$ cat src/hw/rtl/dsd_pkg.sv
// ----------------------------------------------------------------------------
// dsd_pkg
// Shared types and constants for the deauthentication storm detector.
// ----------------------------------------------------------------------------
package dsd_pkg;

   // counter width default for the top-level parameter
   localparam int DSD_COUNT_BITS = 16;

   // management frame subtypes that count toward a window
   localparam logic [3:0] SUBTYPE_DEAUTH   = 4'hC;
   localparam logic [3:0] SUBTYPE_DISASSOC = 4'hA;
   localparam logic [7:0] SUBTYPE_MASK     = 8'h0F;

   // register reset values
   localparam logic [15:0] WINDOW_TICKS_RST = 16'd1000;
   localparam logic [15:0] STORM_ON_RST     = 16'd10;
   localparam logic [15:0] STORM_OFF_RST    = 16'd3;

   // register indexes
   typedef enum logic [1:0] {
      CSR_WINDOW_TICKS = 2'd0,
      CSR_STORM_ON     = 2'd1,
      CSR_STORM_OFF    = 2'd2
   } csr_index_type;

   // item modes
   localparam logic MODE_FRAME = 1'b0;
   localparam logic MODE_TICK  = 1'b1;

   // one input item
   typedef struct packed {
      logic        mode;
      logic        is_management;
      logic [7:0]  frame_control;
      logic [47:0] transmitter_addr;
   } req_type;

   // one result item
   typedef struct packed {
      logic        storm_active;
      logic        storm_started;
      logic        window_closed;
      logic [15:0] deauth_rate;
      logic [15:0] deauth_peak;
      logic [47:0] storm_source;
   } rsp_type;

   // configuration seen by the window core
   typedef struct packed {
      logic [15:0] window_ticks;
      logic [15:0] storm_on_threshold;
      logic [15:0] storm_off_threshold;
   } cfg_type;

endpackage

$ cat src/hw/rtl/dsd_in_stage.sv
// ----------------------------------------------------------------------------
// dsd_in_stage
// Input register: holds one accepted item until the core consumes it.
// ----------------------------------------------------------------------------
module dsd_in_stage
   import dsd_pkg::*;
(
   input  logic    clock,
   input  logic    reset,
   input  logic    req_valid,
   output logic    req_ready,
   input  req_type req_payload,
   input  logic    advance,
   output logic    item_valid,
   output req_type item
);

   logic    valid_ff;
   logic    valid_in;
   req_type data_ff;

   // the register frees up when empty or when its item moves on
   assign req_ready = !valid_ff || advance;
   assign valid_in  = req_ready ? req_valid : valid_ff;

   always_ff @(posedge clock) begin
      if (reset) begin
         valid_ff <= 1'b0;
      end else begin
         valid_ff <= valid_in;
      end
   end

   // payload load on input transfer
   always_ff @(posedge clock) begin
      if (req_valid && req_ready) begin
         data_ff <= req_payload;
      end
   end

   assign item_valid = valid_ff;
   assign item       = data_ff;

endmodule

$ cat src/hw/rtl/dsd_window_core.sv
// ----------------------------------------------------------------------------
// dsd_window_core
// Window state and single-pass update: frame counting, tick timing,
// window close with storm hysteresis and peak tracking.
// ----------------------------------------------------------------------------
module dsd_window_core
   import dsd_pkg::*;
#(
   parameter int COUNT_BITS = DSD_COUNT_BITS
)
(
   input  logic    clock,
   input  logic    reset,
   input  logic    fire,
   input  req_type item,
   input  cfg_type cfg,
   output rsp_type result
);

   localparam int CMP_W = (COUNT_BITS > 16) ? COUNT_BITS : 16;

   logic [COUNT_BITS-1:0] count_ff, count_in;
   logic [COUNT_BITS-1:0] peak_ff, peak_in;
   logic [15:0]           elapsed_ff, elapsed_in;
   logic                  flag_ff, flag_in;
   logic [47:0]           source_ff, source_in;

   logic [3:0]            subtype;
   logic                  frame_hit;
   logic                  is_tick;
   logic [15:0]           elapsed_inc;
   logic                  close;
   logic                  start;
   logic [CMP_W-1:0]      count_ext;
   logic [CMP_W-1:0]      rate_ext;
   logic [CMP_W-1:0]      peak_ext;

   // frame classification
   assign subtype   = 4'((item.frame_control >> 4) & SUBTYPE_MASK);
   assign is_tick   = (item.mode == MODE_TICK);
   assign frame_hit = !is_tick && item.is_management &&
                      (subtype inside {SUBTYPE_DEAUTH, SUBTYPE_DISASSOC});

   // tick timing with saturation
   assign elapsed_inc = (elapsed_ff != 16'hFFFF) ? elapsed_ff + 16'd1 : elapsed_ff;
   assign close       = is_tick && (elapsed_inc >= cfg.window_ticks);
   assign count_ext   = CMP_W'(count_ff);

   // storm start and end tests at window close
   assign start = close && !flag_ff && (count_ext >= CMP_W'(cfg.storm_on_threshold));

   always_comb begin
      flag_in = flag_ff;
      if (close) begin
         if (count_ext < CMP_W'(cfg.storm_off_threshold)) begin
            flag_in = 1'b0;
         end else begin
            flag_in = flag_ff | start;
         end
      end
   end

   // peak, count, timer and source next values
   assign peak_in = (close && (count_ff > peak_ff)) ? count_ff : peak_ff;

   always_comb begin
      count_in = count_ff;
      if (frame_hit) begin
         if (count_ff != {COUNT_BITS{1'b1}}) begin
            count_in = count_ff + 1'b1;
         end
      end else if (close) begin
         count_in = '0;
      end
   end

   always_comb begin
      elapsed_in = elapsed_ff;
      if (is_tick) begin
         elapsed_in = close ? 16'd0 : elapsed_inc;
      end
   end

   assign source_in = frame_hit ? item.transmitter_addr : source_ff;

   // state registers, updated once per consumed item
   always_ff @(posedge clock) begin
      if (reset) begin
         count_ff   <= '0;
         peak_ff    <= '0;
         elapsed_ff <= '0;
         flag_ff    <= 1'b0;
         source_ff  <= '0;
      end else if (fire) begin
         count_ff   <= count_in;
         peak_ff    <= peak_in;
         elapsed_ff <= elapsed_in;
         flag_ff    <= flag_in;
         source_ff  <= source_in;
      end
   end

   // result after this step
   assign rate_ext = CMP_W'(count_in);
   assign peak_ext = CMP_W'(peak_in);

   always_comb begin
      result.storm_active  = flag_in;
      result.storm_started = start;
      result.window_closed = close;
      result.deauth_rate   = rate_ext[15:0];
      result.deauth_peak   = peak_ext[15:0];
      result.storm_source  = source_in;
   end

   // a closing tick leaves an empty window and a restarted timer
   a_close_clears: assert property (@(posedge clock) disable iff (reset)
      fire && close |=> count_ff == '0 && elapsed_ff == 16'd0)
      else $error("window state not cleared after close");

   // the peak never falls
   a_peak_monotonic: assert property (@(posedge clock) disable iff (reset)
      1'b1 |=> peak_ff >= $past(peak_ff))
      else $error("peak count decreased");

   // without a consumed item the state holds
   a_state_holds: assert property (@(posedge clock) disable iff (reset)
      !fire |=> $stable(count_ff) && $stable(flag_ff) && $stable(elapsed_ff))
      else $error("window state changed without an item");

   // the storm flag only rises at a window close
   a_flag_rise_on_close: assert property (@(posedge clock) disable iff (reset)
      !flag_ff && !(fire && close) |=> !flag_ff)
      else $error("storm flag set outside a window close");

endmodule

$ cat src/hw/rtl/dsd_out_stage.sv
// ----------------------------------------------------------------------------
// dsd_out_stage
// Result register: holds one result until the consumer takes it.
// ----------------------------------------------------------------------------
module dsd_out_stage
   import dsd_pkg::*;
(
   input  logic    clock,
   input  logic    reset,
   input  logic    load,
   input  rsp_type result,
   output logic    advance,
   output logic    rsp_valid,
   input  logic    rsp_ready,
   output rsp_type rsp_payload
);

   logic    valid_ff;
   logic    valid_in;
   rsp_type data_ff;

   // room for a new result when empty or when the held one transfers
   assign advance  = !valid_ff || rsp_ready;
   assign valid_in = advance ? load : valid_ff;

   always_ff @(posedge clock) begin
      if (reset) begin
         valid_ff <= 1'b0;
      end else begin
         valid_ff <= valid_in;
      end
   end

   // result load
   always_ff @(posedge clock) begin
      if (load && advance) begin
         data_ff <= result;
      end
   end

   assign rsp_valid   = valid_ff;
   assign rsp_payload = data_ff;

endmodule

$ cat src/hw/rtl/deauth_storm_detector.sv
// ----------------------------------------------------------------------------
// deauth_storm_detector
// Counts deauthentication and disassociation frames per tick window and
// flags storms with on/off hysteresis.
// ----------------------------------------------------------------------------
// Each request is either a captured frame or a one-millisecond tick and
// yields exactly one response. The block takes one request per clock cycle
// while responses are taken. Each request passes through the input register
// and then through one pass of the window update logic into the response
// register. While a response waits untaken both registers hold,
// so one more request fills the input register and then req_ready follows
// rsp_ready until the held response transfers. The counter
// width COUNT_BITS sets the saturation point of the window and peak counts;
// the rate and peak fields report their low 16 bits. Registers are written
// through the csr port, always ready, and should only change while no
// request is in flight.
module deauth_storm_detector
   import dsd_pkg::*;
#(
   parameter int COUNT_BITS = DSD_COUNT_BITS
)
(
   input  logic          clock,
   input  logic          reset,
   input  logic          req_valid,
   output logic          req_ready,
   input  req_type       req_payload,
   output logic          rsp_valid,
   input  logic          rsp_ready,
   output rsp_type       rsp_payload,
   input  logic          csr_valid,
   output logic          csr_ready,
   input  csr_index_type csr_index,
   input  logic [15:0]   csr_wdata
);

   cfg_type cfg_ff;
   cfg_type cfg_in;
   logic    advance;
   logic    item_valid;
   logic    fire;
   req_type item;
   rsp_type result;

   // configuration registers
   assign csr_ready = 1'b1;

   always_comb begin
      cfg_in = cfg_ff;
      if (csr_valid && csr_ready) begin
         case (csr_index)
            CSR_WINDOW_TICKS: cfg_in.window_ticks        = csr_wdata;
            CSR_STORM_ON:     cfg_in.storm_on_threshold  = csr_wdata;
            CSR_STORM_OFF:    cfg_in.storm_off_threshold = csr_wdata;
            default:          cfg_in = cfg_ff;
         endcase
      end
   end

   always_ff @(posedge clock) begin
      if (reset) begin
         cfg_ff.window_ticks        <= WINDOW_TICKS_RST;
         cfg_ff.storm_on_threshold  <= STORM_ON_RST;
         cfg_ff.storm_off_threshold <= STORM_OFF_RST;
      end else begin
         cfg_ff <= cfg_in;
      end
   end

   // item moves from input register into the response register
   assign fire = item_valid && advance;

   dsd_in_stage u_in_stage (
      .clock       (clock),
      .reset       (reset),
      .req_valid   (req_valid),
      .req_ready   (req_ready),
      .req_payload (req_payload),
      .advance     (advance),
      .item_valid  (item_valid),
      .item        (item)
   );

   dsd_window_core #(
      .COUNT_BITS (COUNT_BITS)
   ) u_window_core (
      .clock  (clock),
      .reset  (reset),
      .fire   (fire),
      .item   (item),
      .cfg    (cfg_ff),
      .result (result)
   );

   dsd_out_stage u_out_stage (
      .clock       (clock),
      .reset       (reset),
      .load        (item_valid),
      .result      (result),
      .advance     (advance),
      .rsp_valid   (rsp_valid),
      .rsp_ready   (rsp_ready),
      .rsp_payload (rsp_payload)
   );

endmodule
$ cat config.mk
export PLATFORM = sky130hd
export DESIGN_NAME = deauth_storm_detector
export DESIGN_NICKNAME = d
export VERILOG_FILES = /design/src/hw/rtl/dsd_pkg.sv /design/src/hw/rtl/dsd_in_stage.sv /design/src/hw/rtl/dsd_window_core.sv /design/src/hw/rtl/dsd_out_stage.sv /design/src/hw/rtl/deauth_storm_detector.sv
export SDC_FILE = /design/constraint.sdc
export NUM_CORES = 1
export LEC_CHECK = 0
export ABC_AREA = 1
export BUFFER_PORTS_ARGS = -buffer_cell sky130_fd_sc_hd__buf_2
export CORE_ASPECT_RATIO = 0.9
export CORE_UTILIZATION = 52
export CTS_CLUSTER_SIZE = 20
export DETAILED_ROUTE_END_ITERATION = 12
export GPL_TIMING_DRIVEN = 0
export PLACE_DENSITY = 0.76
export SLEW_MARGIN = 10
export SYNTH_ARGS = -nofsm -noshare
export SYNTH_HDL_FRONTEND = slang
export SYNTH_SLANG_ARGS = --single-unit
$ cat constraint.sdc
create_clock -name clock -period 4.2 [get_ports clock]
set_input_delay 0.84 -clock clock [delete_from_list [all_inputs] [get_ports clock]]
set_output_delay 0.84 -clock clock [all_outputs]
set_load 0.02 [all_outputs]
After elaboration in Yosys (flattened, before gate mapping)
Index checks and enable logic that the tools add are counted.

Add/subtract/negate cells: 2. Order comparisons: 4. Eq/ne operators: 6. Mux-type cells: 9. Bitwise gates (word level): 1. Reductions and logical operators: 20.

Operator list (count): 16-bit 2-to-1 mux (6); 48-bit 2-to-1 mux (1); 16-bit by 1-bit adder with 16-bit output (second input constant) (2); 16-bit >= comparator (2); 16-bit inequality test (second input constant) (2); 16-bit > comparator (1); 16-bit < comparator (1); 4-bit equality test (second input constant) (2); 1-bit logical AND (8); 2-bit AND reduction (4); 1-bit logical NOT (4); 2-bit by 1-bit equality test with 1-bit output (second input constant) (1); 2-bit equality test (second input constant) (1); 2-bit logical NOT (1); 1-bit logical OR (2); 1-bit 2-to-1 mux (2); 2-bit nonzero test (1); 1-bit OR (1).

Register bits: 288. Input bits: 81. Output and inout port bits: 86. Word-level logic and storage cells: 62.

Depth between registers and ports, before layout
Depth in word-level cells: 9. Gate-level depth with buffers: 22.

Modules after synthesis
From an unflattened synthesis, not the netlist that was laid out.

Cells, all modules: 1579. Area total of the unflattened synthesis: 13500.4 µm².

By module, submodules not included: dsd_window_core (times used 1, cells an instance 1130, area an instance 7141.8 µm², seq. area each 1941.9 µm²); dsd_out_stage (times used 1, cells an instance 89, area an instance 2539.9 µm², seq. area each 2512.4 µm²); deauth_storm_detector (times used 1, cells an instance 296, area an instance 2029.4 µm², seq. area each 960.9 µm²); dsd_in_stage (times used 1, cells an instance 64, area an instance 1789.2 µm², seq. area each 1761.7 µm²).

Worst setup path after synthesis
OpenSTA, ideal clock, no wires.

Path kind: input port to flip-flop. From: input port rsp_ready. To: register u_out_stage.data_ff (netlist bit u_out_stage.rsp_payload[0]) (enable). Setup time: 0.480 ns. Arrival time: 3.913 ns. Data required time: 3.720 ns. Slack: -0.193 ns. Stages on the path: 7. Path buffers: 3. Cells stage by stage: inv_1 nand2_1 nand2_1 buf_2 inv_1 clkbuf_1 clkbuf_1.

Word-level cells in the longest chain between the ends: 2.

Ends and longest elaborated chain: start: declaration (RTL line deauth_storm_detector.sv:29) `input logic rsp_ready,`; 1-bit logical OR (RTL line dsd_out_stage.sv:23) `assign advance = !valid_ff || rsp_ready;`; 1-bit logical AND; named net fire (RTL line deauth_storm_detector.sv:41) `logic fire;`; end signal: assignment (RTL line dsd_out_stage.sv:37) `data_ff <= result;`; end: declaration (RTL line dsd_out_stage.sv:20) `rsp_type data_ff;`.

The timed path passes the listed nets, and every way through them passes these cells. A chain may end at the register's enable or synchronous reset.

==> metrics.csv <==
stage,metric,value,unit
outcome,run status,finished clean,
final_layout,"most common cell after layout, fill and taps aside",nand2_1,
cts,setup repair bufs after CTS,0,
floorplanning,Die X,167.6,um
synth,Mapped Area,12830,sq um
cts,hold_buf cts,0,
synth,Syn Inst Count,1442,
drt,via count,10380,
placed_design,Placed Instances,1912,
floorplanning,row cnt,54,
cts,CTS tree,built,
critical_path,Setup CP Type,reg2reg,
critical_path,Worst Path Arrival,4170,ps
timing,Worst Skew,14.03,ps
final_layout,area grow syn2layout,16.81,%
cts,clock buffer count from CTS,29,
timing,crit share post-route,0.9187,
drt,Residual DRC,0,
global_routing,total track usage,0.2389,
timing,"Slew Viols, Final",0,
floorplanning,die boundary height,151,um
floorplanning,Starting Density,0.5288,
floorplanning,I/O Pins,167,
critical_path,Critical Path RT,4510,ps
timing,Hold Fails Final Rpt,0,
critical_path,critical path startpoint category,flop,
final_layout,"commonest non-fill, non-tap cells in the layout","nand2_1 (260), inv_1 (238), buf_2 (171)",
synth,Seq cells post-synth,284,
pwr,Max VDD drop,0.3408,mV
global_routing,largest net degree at the start of global routing,56,
cts,H-tree Lvls,1,
global_routing,vias in the first global route,9547,
critical_path,critical-path maximum fanout,10,
global_routing,global-route wire length before repair,48.02,mm
synth,Yosys top cell area share,0.3207,
placed_design,routability congestion estimate from global placement,0.8913,
synth,unique cell type count in the Yosys netlist,41,
floorplanning,Core Area,24260,sq um
cts,CTS root buf,clkbuf_16,
pwr,power density cells,422.1,nW/um^2
cts,worst-case clock buffer depth,3,
final_layout,fin cells,1966,
hold_path,hold crit path type,reg2reg,
pwr,Sw Pwr,1.570,mW
final_layout,ant diodes,0,
placed_design,detailed placement HPWL,21.83,mm
synth,"Avg Cell Area, Syn",8.895,sq um
synth,sequential element share of the synthesized area,0.5501,
pwr,Cell Int Power,4.755,mW
synth,ys async rst share,0,
placed_design,port bufs,160,
synth,YS warnings,0,
cts,clock transition at the registers of the reported paths,60,ps
flow_run,Max Cap Viol,0,
timing,relative slew slack,0.5278,
global_routing,initial antenna violation count,0,
pwr,power share of the sequential group,0.499,
pwr,clock group share of total power,0.393,
timing,fmax,259.2,MHz
cts,Resized cells post-CTS,0,
final_layout,layout cells sized above 1,0.1460,
final_layout,nets@finish,1781,
timing,min cycle time layout,3859,ps
drt,ANT nets after route,0,
timing,Final TNS setup,0,ps
global_routing,GR Overflow Total,0,
synth,largest area contributor in the netlist,edfxtp_1,
timing,Worst-Margin Slew,708.3,ps
floorplanning,total die area,25300,sq um
synth,"Net Count, Synth",1588,
drt,WL/cell,15.47,um
drt,drt pass-1 iters,5,
timing,RSZ-0062 raised after global routing,no,
pwr,Logic pwr share,0.108,
drt,DR vias/cell,5.279,
drt,initial DRC count,709,
drt,Detailed Route WL,30.41,mm
cts,worst-skew pair later-pin latency,550,ps
pwr,switching share of power,0.2482,
critical_path,Crit. End Element,flop,
pwr,LEAKAGE,6.793,nW
timing,final setup vio count,0,
synth,top_reg_cell synth,dfxtp_1,
synth,"EDFF count, synth",137,
synth,Synth area leaders,"edfxtp_1 (32%), dfxtp_1 (23%), nand2_1 (7.6%)",
cts,CTS Sinks,284,
==> cell type report <==
cell class | count | area (sq um)
sequential | 284 | 7057
clock inverter | 7 | 63.81
inverter | 246 | 925.9
timing repair buffer | 162 | 848.3
tap | 308 | 385.4
clock buffer | 47 | 854.6
buffer | 62 | 269.0
fill | 2021 | 9273
multi-input combinational | 850 | 4579
==> power by group through the flow <==
stage | clock (mW) | sequential, mW | combinational, mW
2_1_floorplan | 0 | 3.24 | 0.403
3_3_place_gp | 0 | 3.21 | 0.645
3_5_place_dp | 0 | 3.21 | 0.677
4_1_cts | 2.52 | 3.15 | 0.683
5_1_grt | 2.64 | 3.17 | 0.774
6_report | 2.48 | 3.15 | 0.686
==> path summary, 6_finish.rpt <==
check / startpoint / end / slack (ps) / depth (start not counted)
worst max-delay path: u_window_core.elapsed_ff[0] / u_out_stage.rsp_payload[74] / 340 / 18
worst min-delay path: cfg_ff[2] / cfg_ff[2] / 460 / 2
worst max register to register: u_window_core.elapsed_ff[0] / u_out_stage.rsp_payload[74] / 340 / 18
worst min register to register: cfg_ff[2] / cfg_ff[2] / 460 / 2
==> Yosys cell counts (13+ instances only) <==
master / instances
nor3_1: 13
inv_1: 239
edfxtp_1: 137
nor2_1: 47
dfxtp_1: 147
clkbuf_1: 42
ha_1: 65
nand2_1: 260
o21ai_0: 155
a21oi_1: 157
o211ai_1: 14
nand3_1: 71
==> kinds of logic (layout without fill, tap and decap cells) <==
kind of cell               after synthesis  in the layout  synth area share
xor gates and xnor gates                16             16           0.01092
DFF                                    284            284            0.5501
other                                    1              1         0.0002923
buffers and inverters                  308            524           0.09286
AOI/OAI and AO/OA                      343            343            0.1394
and+or+nand+nor                        425            425            0.1430
adders and majority gates               65             65           0.06340
==> critical path, cell delays in order, from the launching register on <==
cell,delay (ps)
dfxtp_1,460
ha_1,310
and3_1,250
nand2_1,130
nor2_2,220
inv_1,150
buf_2,220
nand2_1,140
ha_1,260
a21oi_1,210
nand2_1,100
nor2_1,100
nand2_1,50
nand2_1,120
nand2_1,60
nand2_1,240
buf_2,280
nand3_1,120
o21ai_0,190
==> layer usage <==
layer  share of wire  vias up  track usage  wire length (um)
li1                -     5157            -                 -
met5               0        -            0                 0
met4           0.035        0      0.09083              1074
met2            0.45      340       0.3906             13810
met1            0.45     4811       0.3204             13620
met3           0.063       71      0.03946              1902
==> metrics by stage <==
stage	setup slack, ps	power [mW]	utilization	hold slack (ps)	area (sq um)
final	341.4	6.324	0.6177	458.4	14980
after CTS	409.9	6.354	0.6177	450.5	14980
after detailed placement	430.8	3.888	0.5799	453.9	14060
after global placement	162.7	3.857	0.5778	447.5	14010
after global routing	38.42	6.577	0.6177	451.1	14980
after floorplan	1130	3.648	-	435.3	12830
==> state kept, by name, indices dropped and copies added, names as in the netlist, 16 cells and up <==
signal	count
cfg_ff	48
u_in_stage.item	54
u_out_stage.rsp_payload	83
u_window_core.count_ext	16
u_window_core.elapsed_ff	16
u_window_core.peak_ff	16
u_window_core.source_ff	48
Note: power is estimated with default switching activity, not from simulation.
